===== config.mk =====
export PLATFORM = sky130hd
export DESIGN_NAME = mpls_label_rewrite_filter
export DESIGN_NICKNAME = d
export VERILOG_FILES = /design/src/rtl/mlrf_pkg.sv /design/src/rtl/mlrf_queue.sv /design/src/rtl/mlrf_front.sv /design/src/rtl/mlrf_back.sv /design/src/rtl/mpls_label_rewrite_filter.sv
export SDC_FILE = /design/constraint.sdc
export NUM_CORES = 1
export LEC_CHECK = 0
export BUFFER_PORTS_ARGS = -buffer_cell sky130_fd_sc_hd__clkbuf_2
export CORE_ASPECT_RATIO = 0.6
export CORE_MARGIN = 5
export CORE_UTILIZATION = 60
export CTS_CLUSTER_DIAMETER = 100
export DETAILED_ROUTE_END_ITERATION = 6
export PLACE_DENSITY = 0.77
export SLEW_MARGIN = 20
export SYNTH_ARGS = -nofsm -noshare
export SYNTH_HDL_FRONTEND = slang
export SYNTH_HIERARCHICAL = 1
export SYNTH_SLANG_ARGS = --single-unit
export TNS_END_PERCENT = 10

===== constraint.sdc =====
create_clock -name clk -period 9.1 [get_ports clk]
set_input_delay 1.82 -clock clk [delete_from_list [all_inputs] [get_ports clk]]
set_output_delay 1.82 -clock clk [all_outputs]
set_load 0.05 [all_outputs]

===== src/rtl/mlrf_pkg.sv =====
`timescale 1ns / 1ps

package mlrf_pkg;

	// frame and header geometry
	localparam int MAX_FRAME_BYTES = 2048;
	localparam int MAX_SKIP        = 8;
	localparam int STORE_DEPTH     = 50;
	localparam int STACK_START     = 14;
	localparam int QUEUE_DEPTH     = 4;

	localparam int POS_W  = $clog2(MAX_FRAME_BYTES + 1);
	localparam int SIDX_W = $clog2(STORE_DEPTH);
	localparam int QPTR_W = $clog2(QUEUE_DEPTH);
	localparam int QCNT_W = $clog2(QUEUE_DEPTH + 1);

	localparam logic [7:0] ETHTYPE_HI = 8'h88;
	localparam logic [7:0] ETHTYPE_LO = 8'h47;

	// configuration register indexes
	localparam logic [1:0] CFG_SKIP_LABELS = 2'd0;
	localparam logic [1:0] CFG_MATCH_LABEL = 2'd1;
	localparam logic [1:0] CFG_NEW_LABEL   = 2'd2;

	typedef enum logic {
		CMD_BYTE,
		CMD_FLUSH
	} cmd_kind_t;

	// one command from front to back
	typedef struct packed {
		cmd_kind_t         kind;
		logic [7:0]        data;      // byte to emit (byte command)
		logic              last;      // frame end flag
		logic [SIDX_W-1:0] base;      // first byte of the label entry (flush)
		logic [SIDX_W-1:0] last_idx;  // last stored byte to flush
	} queue_entry_t;

	typedef struct packed {
		logic              en;
		logic [SIDX_W-1:0] addr;
		logic [7:0]        data;
	} store_wr_t;

	typedef struct packed {
		logic flush_done;
	} back_status_t;

endpackage


===== src/rtl/mlrf_queue.sv =====
`timescale 1ns / 1ps

module mlrf_queue (
	input  logic                  clk,
	input  logic                  arst_n,
	input  logic                  push,
	input  mlrf_pkg::queue_entry_t push_entry,
	input  logic                  pop,
	output mlrf_pkg::queue_entry_t head,
	output logic                  empty,
	output logic                  full
);

	mlrf_pkg::queue_entry_t entries_q [mlrf_pkg::QUEUE_DEPTH];
	logic [mlrf_pkg::QPTR_W-1:0] wr_ptr_q;
	logic [mlrf_pkg::QPTR_W-1:0] rd_ptr_q;
	logic [mlrf_pkg::QCNT_W-1:0] count_q;

	function automatic logic [mlrf_pkg::QPTR_W-1:0] ptr_next(
		input logic [mlrf_pkg::QPTR_W-1:0] p);
		if (p == mlrf_pkg::QPTR_W'(mlrf_pkg::QUEUE_DEPTH - 1))
			return '0;
		return p + 1'b1;
	endfunction

	assign empty = (count_q == '0);
	assign full  = (count_q == mlrf_pkg::QCNT_W'(mlrf_pkg::QUEUE_DEPTH));
	assign head  = entries_q[rd_ptr_q];

	always_ff @(posedge clk) begin
		if (push)
			entries_q[wr_ptr_q] <= push_entry;
	end

	always_ff @(posedge clk or negedge arst_n) begin
		if (!arst_n) begin
			wr_ptr_q <= '0;
			rd_ptr_q <= '0;
			count_q  <= '0;
		end else begin
			if (push)
				wr_ptr_q <= ptr_next(wr_ptr_q);
			if (pop)
				rd_ptr_q <= ptr_next(rd_ptr_q);
			if (push && !pop)
				count_q <= count_q + 1'b1;
			else if (pop && !push)
				count_q <= count_q - 1'b1;
		end
	end

	a_no_overflow: assert property (@(posedge clk) disable iff (!arst_n)
		full && !pop |-> !push)
		else $error("queue push while full");

	a_no_underflow: assert property (@(posedge clk) disable iff (!arst_n)
		empty |-> !pop)
		else $error("queue pop while empty");

	a_count_step: assert property (@(posedge clk) disable iff (!arst_n)
		push && !pop |=> count_q == $past(count_q) + 1'b1)
		else $error("queue count did not follow push");

endmodule


===== src/rtl/mlrf_front.sv =====
`timescale 1ns / 1ps

module mlrf_front (
	input  logic                   clk,
	input  logic                   arst_n,
	input  logic                   in_valid,
	output logic                   in_ready,
	input  logic [7:0]             frame_byte,
	input  logic                   frame_end,
	input  logic [2:0]             skip_labels,
	input  logic [19:0]            match_label,
	input  logic                   q_full,
	output logic                   q_push,
	output mlrf_pkg::queue_entry_t q_entry,
	output mlrf_pkg::store_wr_t    store_wr,
	input  mlrf_pkg::back_status_t back_status
);

	typedef enum logic [1:0] {
		V_COLLECT,
		V_PASS,
		V_DROP
	} verdict_t;

	localparam int PW = mlrf_pkg::POS_W;

	verdict_t        verdict_q, verdict_d;
	logic [PW-1:0]   pos_q;
	logic [19:0]     gather_q, gather_d;
	logic            flush_busy_q;

	logic            accept;
	logic            last_byte;
	logic [2:0]      skip_eff;
	logic [PW-1:0]   rel;
	logic [PW-3:0]   entry_k;
	logic [1:0]      entry_off;

	assign in_ready = !q_full && !(verdict_q == V_COLLECT && flush_busy_q);
	assign accept   = in_valid && in_ready;

	assign skip_eff  = (skip_labels > 3'(mlrf_pkg::MAX_SKIP - 1)) ?
		3'(mlrf_pkg::MAX_SKIP - 1) : skip_labels;
	assign rel       = pos_q - PW'(mlrf_pkg::STACK_START);
	assign entry_k   = rel[PW-1:2];
	assign entry_off = rel[1:0];
	assign last_byte = frame_end || (pos_q >= PW'(mlrf_pkg::MAX_FRAME_BYTES - 1));

	always_comb begin
		verdict_d = verdict_q;
		gather_d  = gather_q;
		q_push    = 1'b0;
		q_entry   = '{kind: mlrf_pkg::CMD_BYTE, data: frame_byte, last: last_byte,
			base: mlrf_pkg::SIDX_W'(mlrf_pkg::STACK_START) +
				mlrf_pkg::SIDX_W'({skip_eff, 2'b00}),
			last_idx: pos_q[mlrf_pkg::SIDX_W-1:0]};
		store_wr  = '{en: 1'b0, addr: pos_q[mlrf_pkg::SIDX_W-1:0], data: frame_byte};
		if (accept) begin
			unique case (verdict_q)
				V_COLLECT: begin
					store_wr.en = (pos_q < PW'(mlrf_pkg::STORE_DEPTH));
					if ((pos_q == PW'(12) && frame_byte != mlrf_pkg::ETHTYPE_HI) ||
					    (pos_q == PW'(13) && frame_byte != mlrf_pkg::ETHTYPE_LO)) begin
						verdict_d = V_DROP;
					end else if (pos_q >= PW'(mlrf_pkg::STACK_START)) begin
						if (entry_k < (PW-2)'(skip_eff)) begin
							if (entry_off == 2'd2 && frame_byte[0])
								verdict_d = V_DROP;
						end else if (entry_k == (PW-2)'(skip_eff)) begin
							case (entry_off)
								2'd0: gather_d = {frame_byte, 12'h000};
								2'd1: gather_d = gather_q | {8'h00, frame_byte, 4'h0};
								2'd2: gather_d = gather_q | {16'h0000, frame_byte[7:4]};
								default: begin
									if (gather_q == match_label) begin
										q_push       = 1'b1;
										q_entry.kind = mlrf_pkg::CMD_FLUSH;
										verdict_d    = last_byte ? V_DROP : V_PASS;
									end else begin
										verdict_d = V_DROP;
									end
								end
							endcase
						end
					end
				end
				V_PASS: begin
					q_push = 1'b1;
					if (last_byte)
						verdict_d = V_DROP;
				end
				default: ;
			endcase
		end
	end

	always_ff @(posedge clk or negedge arst_n) begin
		if (!arst_n) begin
			verdict_q    <= V_COLLECT;
			pos_q        <= '0;
			gather_q     <= '0;
			flush_busy_q <= 1'b0;
		end else begin
			// a flush in progress keeps the next header out of the store
			if (q_push && q_entry.kind == mlrf_pkg::CMD_FLUSH)
				flush_busy_q <= 1'b1;
			else if (back_status.flush_done)
				flush_busy_q <= 1'b0;
			if (accept) begin
				if (frame_end) begin
					verdict_q <= V_COLLECT;
					pos_q     <= '0;
					gather_q  <= '0;
				end else begin
					verdict_q <= verdict_d;
					gather_q  <= gather_d;
					if (pos_q < PW'(mlrf_pkg::MAX_FRAME_BYTES))
						pos_q <= pos_q + 1'b1;
				end
			end
		end
	end

	a_flush_one_at_a_time: assert property (@(posedge clk) disable iff (!arst_n)
		q_push && q_entry.kind == mlrf_pkg::CMD_FLUSH |-> !flush_busy_q)
		else $error("second flush issued while one is outstanding");

	a_store_safe: assert property (@(posedge clk) disable iff (!arst_n)
		store_wr.en |-> !flush_busy_q)
		else $error("header store written during a flush");

	a_push_room: assert property (@(posedge clk) disable iff (!arst_n)
		q_push |-> !q_full)
		else $error("command pushed into a full queue");

	a_done_needs_busy: assert property (@(posedge clk) disable iff (!arst_n)
		back_status.flush_done |-> flush_busy_q)
		else $error("flush done without a flush outstanding");

endmodule


===== src/rtl/mlrf_back.sv =====
`timescale 1ns / 1ps

module mlrf_back (
	input  logic                   clk,
	input  logic                   arst_n,
	input  mlrf_pkg::store_wr_t    store_wr,
	input  mlrf_pkg::queue_entry_t q_head,
	input  logic                   q_empty,
	output logic                   q_pop,
	output mlrf_pkg::back_status_t back_status,
	input  logic [19:0]            new_label,
	output logic                   out_valid,
	input  logic                   out_ready,
	output logic [7:0]             out_byte,
	output logic                   out_end
);

	typedef enum logic [1:0] {
		SUB_NONE,
		SUB_HI,
		SUB_MID,
		SUB_LO
	} sub_t;

	localparam int SW = mlrf_pkg::SIDX_W;

	logic [7:0]    store_mem [mlrf_pkg::STORE_DEPTH];
	logic [7:0]    rdata_q;

	// flush sequencer
	logic          flush_q;
	logic [SW-1:0] idx_q;
	logic [SW-1:0] last_q;
	logic [SW-1:0] base_q;
	logic          fend_q;

	// read stage
	logic          valid_s1;
	logic          mem_s1;
	logic [7:0]    byte_s1;
	sub_t          sub_s1;
	logic          end_s1;

	logic          out_valid_q;
	logic [7:0]    out_byte_q;
	logic          out_end_q;

	logic          adv_out, move_s1, s1_free, issue_rd, pop_byte;
	sub_t          sub_rd;
	logic [7:0]    src_byte;
	logic [7:0]    fixed_byte;

	assign adv_out  = !out_valid_q || out_ready;
	assign move_s1  = valid_s1 && adv_out;
	assign s1_free  = !valid_s1 || move_s1;
	assign issue_rd = flush_q && s1_free;
	assign q_pop    = !flush_q && !q_empty && s1_free;
	assign pop_byte = q_pop && q_head.kind == mlrf_pkg::CMD_BYTE;

	assign back_status.flush_done = issue_rd && (idx_q == last_q);

	always_comb begin
		if (idx_q == base_q)
			sub_rd = SUB_HI;
		else if (idx_q == base_q + 1'b1)
			sub_rd = SUB_MID;
		else if (idx_q == base_q + 2'd2)
			sub_rd = SUB_LO;
		else
			sub_rd = SUB_NONE;
	end

	assign src_byte = mem_s1 ? rdata_q : byte_s1;

	always_comb begin
		unique case (sub_s1)
			SUB_HI:   fixed_byte = new_label[19:12];
			SUB_MID:  fixed_byte = new_label[11:4];
			SUB_LO:   fixed_byte = {new_label[3:0], src_byte[3:0]};
			default:  fixed_byte = src_byte;
		endcase
	end

	always_ff @(posedge clk) begin
		if (store_wr.en)
			store_mem[store_wr.addr] <= store_wr.data;
	end

	always_ff @(posedge clk) begin
		if (issue_rd)
			rdata_q <= store_mem[idx_q];
	end

	always_ff @(posedge clk) begin
		if (q_pop && q_head.kind == mlrf_pkg::CMD_FLUSH) begin
			last_q <= q_head.last_idx;
			base_q <= q_head.base;
			fend_q <= q_head.last;
		end
		if (issue_rd) begin
			mem_s1 <= 1'b1;
			sub_s1 <= sub_rd;
			end_s1 <= fend_q && (idx_q == last_q);
		end else if (pop_byte) begin
			mem_s1  <= 1'b0;
			byte_s1 <= q_head.data;
			sub_s1  <= SUB_NONE;
			end_s1  <= q_head.last;
		end
		if (move_s1) begin
			out_byte_q <= fixed_byte;
			out_end_q  <= end_s1;
		end
	end

	always_ff @(posedge clk or negedge arst_n) begin
		if (!arst_n) begin
			flush_q     <= 1'b0;
			idx_q       <= '0;
			valid_s1    <= 1'b0;
			out_valid_q <= 1'b0;
		end else begin
			if (q_pop && q_head.kind == mlrf_pkg::CMD_FLUSH) begin
				flush_q <= 1'b1;
				idx_q   <= '0;
			end else if (issue_rd) begin
				if (idx_q == last_q)
					flush_q <= 1'b0;
				idx_q <= idx_q + 1'b1;
			end
			if (issue_rd || pop_byte)
				valid_s1 <= 1'b1;
			else if (move_s1)
				valid_s1 <= 1'b0;
			if (move_s1)
				out_valid_q <= 1'b1;
			else if (out_ready)
				out_valid_q <= 1'b0;
		end
	end

	assign out_valid = out_valid_q;
	assign out_byte  = out_byte_q;
	assign out_end   = out_end_q;

	a_idx_bound: assert property (@(posedge clk) disable iff (!arst_n)
		flush_q |-> idx_q <= last_q)
		else $error("flush index ran past the last stored byte");

	a_no_pop_in_flush: assert property (@(posedge clk) disable iff (!arst_n)
		flush_q |-> !q_pop)
		else $error("queue popped during a flush");

	a_read_slot: assert property (@(posedge clk) disable iff (!arst_n)
		issue_rd |-> s1_free)
		else $error("store read issued with the read stage occupied");

	a_out_hold: assert property (@(posedge clk) disable iff (!arst_n)
		out_valid_q && !out_ready |=> out_valid_q && $stable(out_byte_q))
		else $error("output item changed before it was taken");

endmodule


===== src/rtl/mpls_label_rewrite_filter.sv =====
`timescale 1ns / 1ps

// channel    | handshake            | payload
// -----------+----------------------+---------------------------------------
// input      | in_valid / in_ready  | frame_byte[7:0], frame_end
// output     | out_valid / out_ready| out_byte[7:0], out_end
// config     | cfg_we (no wait)     | cfg_index[1:0], cfg_data[19:0]
//
// one input item per cycle while the queue has room; the front stalls only at the
// start of a new frame while the previous frame's header flush is still being read
// out of the header store (single read port). a flush pops its command from the
// queue, then reads its stored bytes out of the store one by one in the back.
// asynchronous active-low reset clears control state and the config registers.
// out_ready low backs up through the output register and the command queue.

module mpls_label_rewrite_filter (
	input  logic        clk,
	input  logic        arst_n,
	input  logic        in_valid,
	output logic        in_ready,
	input  logic [7:0]  frame_byte,
	input  logic        frame_end,
	output logic        out_valid,
	input  logic        out_ready,
	output logic [7:0]  out_byte,
	output logic        out_end,
	input  logic        cfg_we,
	input  logic [1:0]  cfg_index,
	input  logic [19:0] cfg_data
);

	// configuration registers
	logic [2:0]  skip_labels_q;
	logic [19:0] match_label_q;
	logic [19:0] new_label_q;

	// front to back plumbing
	logic                   q_push, q_pop, q_empty, q_full;
	mlrf_pkg::queue_entry_t q_entry, q_head;
	mlrf_pkg::store_wr_t    store_wr;
	mlrf_pkg::back_status_t back_status;

	// register writes, index beyond the list is ignored
	always_ff @(posedge clk or negedge arst_n) begin
		if (!arst_n) begin
			skip_labels_q <= '0;
			match_label_q <= '0;
			new_label_q   <= '0;
		end else if (cfg_we) begin
			unique case (cfg_index)
				mlrf_pkg::CFG_SKIP_LABELS: skip_labels_q <= cfg_data[2:0];
				mlrf_pkg::CFG_MATCH_LABEL: match_label_q <= cfg_data;
				mlrf_pkg::CFG_NEW_LABEL:   new_label_q   <= cfg_data;
				default: ;
			endcase
		end
	end

	// front: header capture, ethertype and stack checks, label compare
	mlrf_front u_front (
		.clk         (clk),
		.arst_n      (arst_n),
		.in_valid    (in_valid),
		.in_ready    (in_ready),
		.frame_byte  (frame_byte),
		.frame_end   (frame_end),
		.skip_labels (skip_labels_q),
		.match_label (match_label_q),
		.q_full      (q_full),
		.q_push      (q_push),
		.q_entry     (q_entry),
		.store_wr    (store_wr),
		.back_status (back_status)
	);

	// short command queue, lets the front run on while the back flushes
	mlrf_queue u_queue (
		.clk        (clk),
		.arst_n     (arst_n),
		.push       (q_push),
		.push_entry (q_entry),
		.pop        (q_pop),
		.head       (q_head),
		.empty      (q_empty),
		.full       (q_full)
	);

	// back: header store, flush with label rewrite, output register
	mlrf_back u_back (
		.clk         (clk),
		.arst_n      (arst_n),
		.store_wr    (store_wr),
		.q_head      (q_head),
		.q_empty     (q_empty),
		.q_pop       (q_pop),
		.back_status (back_status),
		.new_label   (new_label_q),
		.out_valid   (out_valid),
		.out_ready   (out_ready),
		.out_byte    (out_byte),
		.out_end     (out_end)
	);

endmodule

==> results.cfg, run 1 <==
[place]
gp_congestion = 0.887
dp_hpwl_um = 37000
port_buffers = 46

[die]
std_cell_rows = 59
die_x_um = 279
die_height_um = 172
start_util_pct = 60.5
ioPinCount = 47
dieArea_mm2 = 0.0480
core_mm2 = 0.0432

[route]
ant_nets = 0
drt_wl_total_um = 58200
firstDrtPassIters = 6
met1_length_um = 25300
drc = 0
drt-initial-drc-count = 1717
highest_layer = met4
post_drt_wl_per_cell_um = 26.8
met3WireLength_um = 7190
via_per_inst = 6.61
route.met2.wl_um = 24800
num_vias = 14400

[global_routing]
globalRoute.totalOverflow = 0
grt_max_degree = 95
grt_usage_pct = 24.4
grt_pass1_wl_um = 87500
antenna_found_initial = 1
first_global_vias = 13700

[sta]
finalSetupViolations = 0
max_slew_margin_pct = 23.7
period_share_pct = 57.3
period_needed_ps = 5210
worstMarginPinSlew_ps = 1140
max_freq_ghz = 0.192
tns_ps = 0
skew_ps = 13.0
hold_ws_ps = 423
rsz0062_at_grt = no
hold_violations = 0
maxSlewViolCount = 0

[clocking]
cts_resized = 0
cts.sinks = 624
clock-root-buffer = clkbuf_16
cts_buffers = 53
holdBufCountCts = 0
clock_latency_ps = 570
cts.path.max_buffers = 3
htreeDepth = 2
post-cts-setup-buffer-count = 0
cts.reportedPaths.clkPinSlew_ps = 70
tritoncts = done

[critical_path]
worstPathArrival_ps = 5400
crit_type = primary input to flip-flop
worst-r2r-setup-slack_ps = 4270
crit_fanout = 58
r2r_cells = 8
crit_chain = clkbuf_2, buf_4, or4b_1, o21ai_1, a211oi_1, nor3b_1, o2111ai_1, a211oi_1, and2_1
timing.rr.end = u_queue/entries_q[2][20]
end_kind = flip-flop
cp_num_buf_inv = 2
startpoint_type = primary input
cp_slowest_cell = and2_1
cp_top_family = simple AND/OR/NAND/NOR gates
crit_top_cell = a211oi_1
required_ps = 9280
rr_startpoint = u_front/pos_q[1]
max_stage_delay_ps = 970

[final_layout]
syn2layout_area_growth_pct = 8.19
drive_above_1_share_pct = 19.5
final_nets = 1608
n_fill_cell = 2804

[logic_synthesis]
yosys.area.top_type = edfxtp_1
synth.area.top_cells = edfxtp_1 61%, dfrtp_1 9.0%, mux4_2 6.7%, mux2_2 3.5%, mux2i_1 3.3%
synth_cell_types = 70
syn-num-nets = 1593
ys_seq_area_share_pct = 69.9
synth-seq-cells = 624
synth_edf_count = 529
ys.warnings.count = 6
synth_area_mm2 = 0.0261
yosys-top-cells-count = 529 x edfxtp_1, 94 x dfrtp_1, 86 x nor2_1
synthesis.instances = 1537
synth.most_common_cell = edfxtp_1
syn_area_per_cell_um2 = 17.0
yosysTopAreaCellShare_pct = 60.8
synthArstFlopShare_pct = 15.1
ys.flop_type = edfxtp_1

[hold_path]
hp-start = u_back/end_s1
min_delay_path_depth = 0
min_to = u_back/out_end
worst_hold_path_type = flip-flop to flip-flop

[pwr]
power_leakage_nw = 9.59
ir_drop_mv = 0.213
p_per_area_mw_per_mm2 = 281

[job]
cap_violations = 0

[run_status]
status = finished, final reports clean
==> power by group <==
group	internal (mW)	switching (mW)
logic	0.883	1.31
clock network	1.21	0.971
registers	3.33	0.241
==> state kept, by name, summed over array words and instances (netlist names), 2 cells and up <==
register	count
u_queue/entries_q	88
u_queue/wr_ptr_q	2
match_label_q	20
u_back/sub_s1	2
skip_labels_q	3
u_back/byte_s1	8
new_label_q	20
u_back/base_q	6
u_back/store_mem	400
u_back/out_byte	8
u_front/gather_q	20
u_queue/count_q	3
u_back/rdata_q	8
u_queue/rd_ptr_q	2
u_back/last_q	6
u_front/pos_q	12
u_front/verdict_q	2
u_back/idx_q	6
==> worst reg2reg max path: stages, from the launching register on <==
cell and delay [ps]:
dfrtp_1 970, ha_1 500, a41oi_1 160, or4_1 450
o21ai_0 210, and4_1 310, o2111ai_1 150, a211oi_1 720
and2_1 970
==> how the worst max path moves through the flow <==
stage	start	end	slack (ps)	cells past startpoint
after floorplan	frame_byte[1]	u_queue/count_q[2]	4440	12
after CTS	frame_byte[0]	u_queue/entries_q[3][15]	3840	9
after detailed placement	frame_byte[0]	u_queue/entries_q[0][19]	3260	9
final	frame_byte[3]	u_queue/entries_q[2][20]	3890	9
after global routing	frame_byte[0]	u_queue/entries_q[2][20]	3560	9
after global placement	frame_byte[3]	u_queue/entries_q[0][13]	3480	9
==> cells in the final DEF, fill, tap and decap left out, types with 12 or more instances in the layout <==
cell | netlist | final
clkbuf_2 | 0 | 45
a21oi_1 | 29 | 29
nand2_1 | 54 | 54
mux4_2 | 78 | 78
mux2i_1 | 85 | 85
xor2_1 | 29 | 29
nand3_1 | 13 | 13
xnor2_1 | 27 | 27
o21ai_0 | 47 | 47
mux2_2 | 81 | 81
clkbuf_1 | 28 | 13
nor3_1 | 17 | 15
edfxtp_1 | 529 | 529
ha_1 | 19 | 19
nor2_1 | 86 | 86
a211oi_1 | 19 | 19
buf_4 | 37 | 21
dfrtp_1 | 94 | 92
clkbuf_16 | 0 | 53
mux4_1 | 12 | 12
inv_1 | 32 | 32
==> per-layer routing <==
metal / GRT usage, % / vias up
li1: - / 6034
met5: 0 / -
met1: 39.2 / 7440
met3: 7.80 / 83
met4: 4.51 / 0
met2: 33.6 / 794
==> through the flow <==
| stage | std cells | area [µm²] | setup slack [ps] | total power [mW] | util, % |
|---|---|---|---|---|---|
| floorplan | 1537 | 26100 | 4440 | 5.13 | - |
| global placement | 2076 | 26600 | 3480 | 5.70 | 61.6 |
| detailed placement | 2076 | 26600 | 3260 | 5.76 | 61.6 |
| CTS | 2170 | 28300 | 3840 | 7.93 | 65.4 |
| global route | 2170 | 28300 | 3560 | 8.26 | 65.5 |
| finish | 2172 | 28300 | 3890 | 7.94 | 65.5 |
==> cell type report <==
cell class              instances  area (µm²)  share of cell area [%]
clock buffers                  69        1420                    5.01
multi-input cells             772        7110                    25.1
repair buffers                 67         403                    1.43
diodes                          2        5.00                  0.0177
flip-flops and latches        624       18300                    64.6
well taps                     579         724                    2.56
clock inverters                25         224                   0.792
inverters                      34         128                   0.451
==> cells by family (layout without fill, tap and decap cells) <==
family / count (synthesis) / after routing / share of synthesized area [%]
DFF: 624 / 624 / 69.9
muxes: 256 / 256 / 14.7
and+or+nand+nor: 256 / 256 / 4.86
AOI/OAI and AO/OA: 182 / 182 / 4.72
buffers and inverters: 141 / 195 / 2.98
xor gates and xnor gates: 56 / 56 / 1.88
adders and majority gates: 20 / 20 / 0.986
other: 2 / 4 / 0.0287
Power figures use the tool's default switching activity.
==> run 2, diff against run 1 <==
--- a/config.mk
+++ b/config.mk
@@ -8,10 +8,10 @@
 export BUFFER_PORTS_ARGS = -buffer_cell sky130_fd_sc_hd__clkbuf_2
 export CORE_ASPECT_RATIO = 0.6
 export CORE_MARGIN = 5
-export CORE_UTILIZATION = 60
+export CORE_UTILIZATION = 57
 export CTS_CLUSTER_DIAMETER = 100
 export DETAILED_ROUTE_END_ITERATION = 6
-export PLACE_DENSITY = 0.77
+export PLACE_DENSITY = 0.76
 export SLEW_MARGIN = 20
 export SYNTH_ARGS = -nofsm -noshare
 export SYNTH_HDL_FRONTEND = slang
==> constraint.sdc (replaced) <==
create_clock -name clk -period 4.29 [get_ports clk]
set_input_delay 0.858 -clock clk [delete_from_list [all_inputs] [get_ports clk]]
set_output_delay 0.858 -clock clk [all_outputs]
set_load 0.05 [all_outputs]
==> results.cfg, run 2 (synthesized netlist as in run 1, its figures left out) <==
[route]
num_vias = 14600
met3WireLength_um = 7960
ant_nets = 0
drt_wl_total_um = 61000
highest_layer = met4
drt-initial-drc-count = 1990
route.met2.wl_um = 25500
post_drt_wl_per_cell_um = 27.1
via_per_inst = 6.50
drc = 0
firstDrtPassIters = 5
met1_length_um = 26700

[sta]
post-route-worst-setup-slack_ps = 554
hold_violations = 0
period_share_pct = 87.1
rsz0062_at_grt = no
tns_ps = 0
hold_ws_ps = 406
maxSlewViolCount = 0
finalSetupViolations = 0
period_needed_ps = 3740
worstMarginPinSlew_ps = 1150
max_freq_ghz = 0.268
max_slew_margin_pct = 23.4
skew_ps = 22.1

[die]
ioPinCount = 47
core_mm2 = 0.0450
start_util_pct = 58.0
die_height_um = 176
std_cell_rows = 60
dieArea_mm2 = 0.0504
die_x_um = 286

[clocking]
cts_resized = 0
cts.sinks = 624
clock_latency_ps = 590
cts.reportedPaths.clkPinSlew_ps = 70
cts.path.max_buffers = 3
htreeDepth = 2
clock-root-buffer = clkbuf_16
cts_buffers = 53
post-cts-setup-buffer-count = 0
holdBufCountCts = 0
tritoncts = done

[pwr]
swShare_pct = 32.2
p_sw_mw = 5.46
power_leakage_nw = 9.94
internal_power_mw = 11.5
clkPwrFrac_pct = 27.2
pwr-share-comb_pct = 28.3
p_per_area_mw_per_mm2 = 588
ir_drop_mv = 0.355
seq_power_share_pct = 44.5

[place]
dp_hpwl_um = 39400
port_buffers = 46
pre_cts_ws_ps = 282
gp_congestion = 0.952

[final_layout]
largest-register = u_back/store_mem
final_common_cell = edfxtp_1
final_nets = 1674
layout_common_cells = 529 x edfxtp_1, 92 x dfrtp_1, 86 x nor2_1, 85 x mux2i_1, 81 x mux2_2
drive_above_1_share_pct = 22.4
num_antenna_cells = 0
largest_reg_flops = 400
syn2layout_area_growth_pct = 10.3
n_fill_cell = 3075
top_regs = u_back/store_mem (400), u_queue/entries_q (88)

[hold_path]
worst_hold_path_type = primary input to async pin

[critical_path]
required_ps = 4810
rr_startpoint = u_front/pos_q[3]
worstPathArrival_ps = 4250
worstSetupStartpoint = u_front/pos_q[3]
crit_type = flip-flop to flip-flop
end_kind = flip-flop
startpoint_type = flip-flop
crit_fanout = 13

[job]
cap_violations = 0

[global_routing]
antenna_found_initial = 0
first_global_vias = 14400
grt_usage_pct = 24.4
grt_pass1_wl_um = 92000
globalRoute.totalOverflow = 0
grt_max_degree = 72

[run_status]
status = finished, final reports clean
run 2: cell types whose count changed in the layout (fill, tap and decap cells not counted), sizes merged:
cell / before / now
buf: 22 / 88
bufinv: 4 / 2
clkbuf: 114 / 116
clkinvlp: 0 / 2
diode: 2 / 0
clkinv: 22 / 23
inv: 33 / 34
run 2: through the flow:
stage / area [µm²] / util [%] / instances / power, mW
floorplan: 26100 / - / 1537 / 10.9
global placement: 27200 / 60.4 / 2151 / 12.2
detailed placement: 27200 / 60.4 / 2151 / 12.4
CTS: 28800 / 64.0 / 2249 / 16.9
global route: 28800 / 64.0 / 2250 / 17.6
finish: 28800 / 64.0 / 2250 / 16.9
run 2: cell type report:
cell class | instances | area [µm²] | share of cell area, %
Clock inverter | 27 | 188 | 0.651
Tap cell | 589 | 737 | 2.56
Timing Repair Buffer | 133 | 977 | 3.39
Multi-Input combinational cell | 772 | 7090 | 24.6
Inverter | 34 | 128 | 0.443
Clock buffer | 71 | 1450 | 5.02
Sequential cell | 624 | 18300 | 63.3
run 2: power groups by stage:
stage          Sequential (mW)  Clock [mW]  Combinational (mW)
3_5_place_dp              7.65           0                4.70
6_report                  7.54        4.61                4.80
5_1_grt                   7.58        4.96                5.11
3_3_place_gp              7.64           0                4.57
4_1_cts                   7.53        4.67                4.73
2_1_floorplan             7.51           0                3.37
run 2: path summary, 6_finish.rpt:
check                                endpoint  depth (start not counted)  slack, ps
setup / recovery           u_queue/count_q[2]                         14        550
hold / removal                new_label_q[12]                          1        410
setup reg to reg           u_queue/count_q[2]                         14        550
hold reg to reg              u_back/out_valid                          1        480
max in group asynchronous    u_front/pos_q[9]                          2       2960
min in group clk             u_back/out_valid                          1        480
run 2: worst max-delay path, stage by stage, from the launching register on:
cell and delay (ps):
dfrtp_1 660, buf_4 300, a41oi_1 110, or4_1 400, o21ai_0 220, and4_1 290, o2111ai_1 140, a211oi_1 280
buf_4 220, ha_1 190, inv_1 60, fa_1 380, xor2_1 150, nor2_1 110, xor2_1 150
run 2: routing by layer:
metal | track usage, % | vias to the layer above
li1 | - | 6159
met1 | 38.6 | 7467
met2 | 33.3 | 901
met3 | 8.48 | 88
met4 | 4.08 | 0
met5 | 0.577 | -
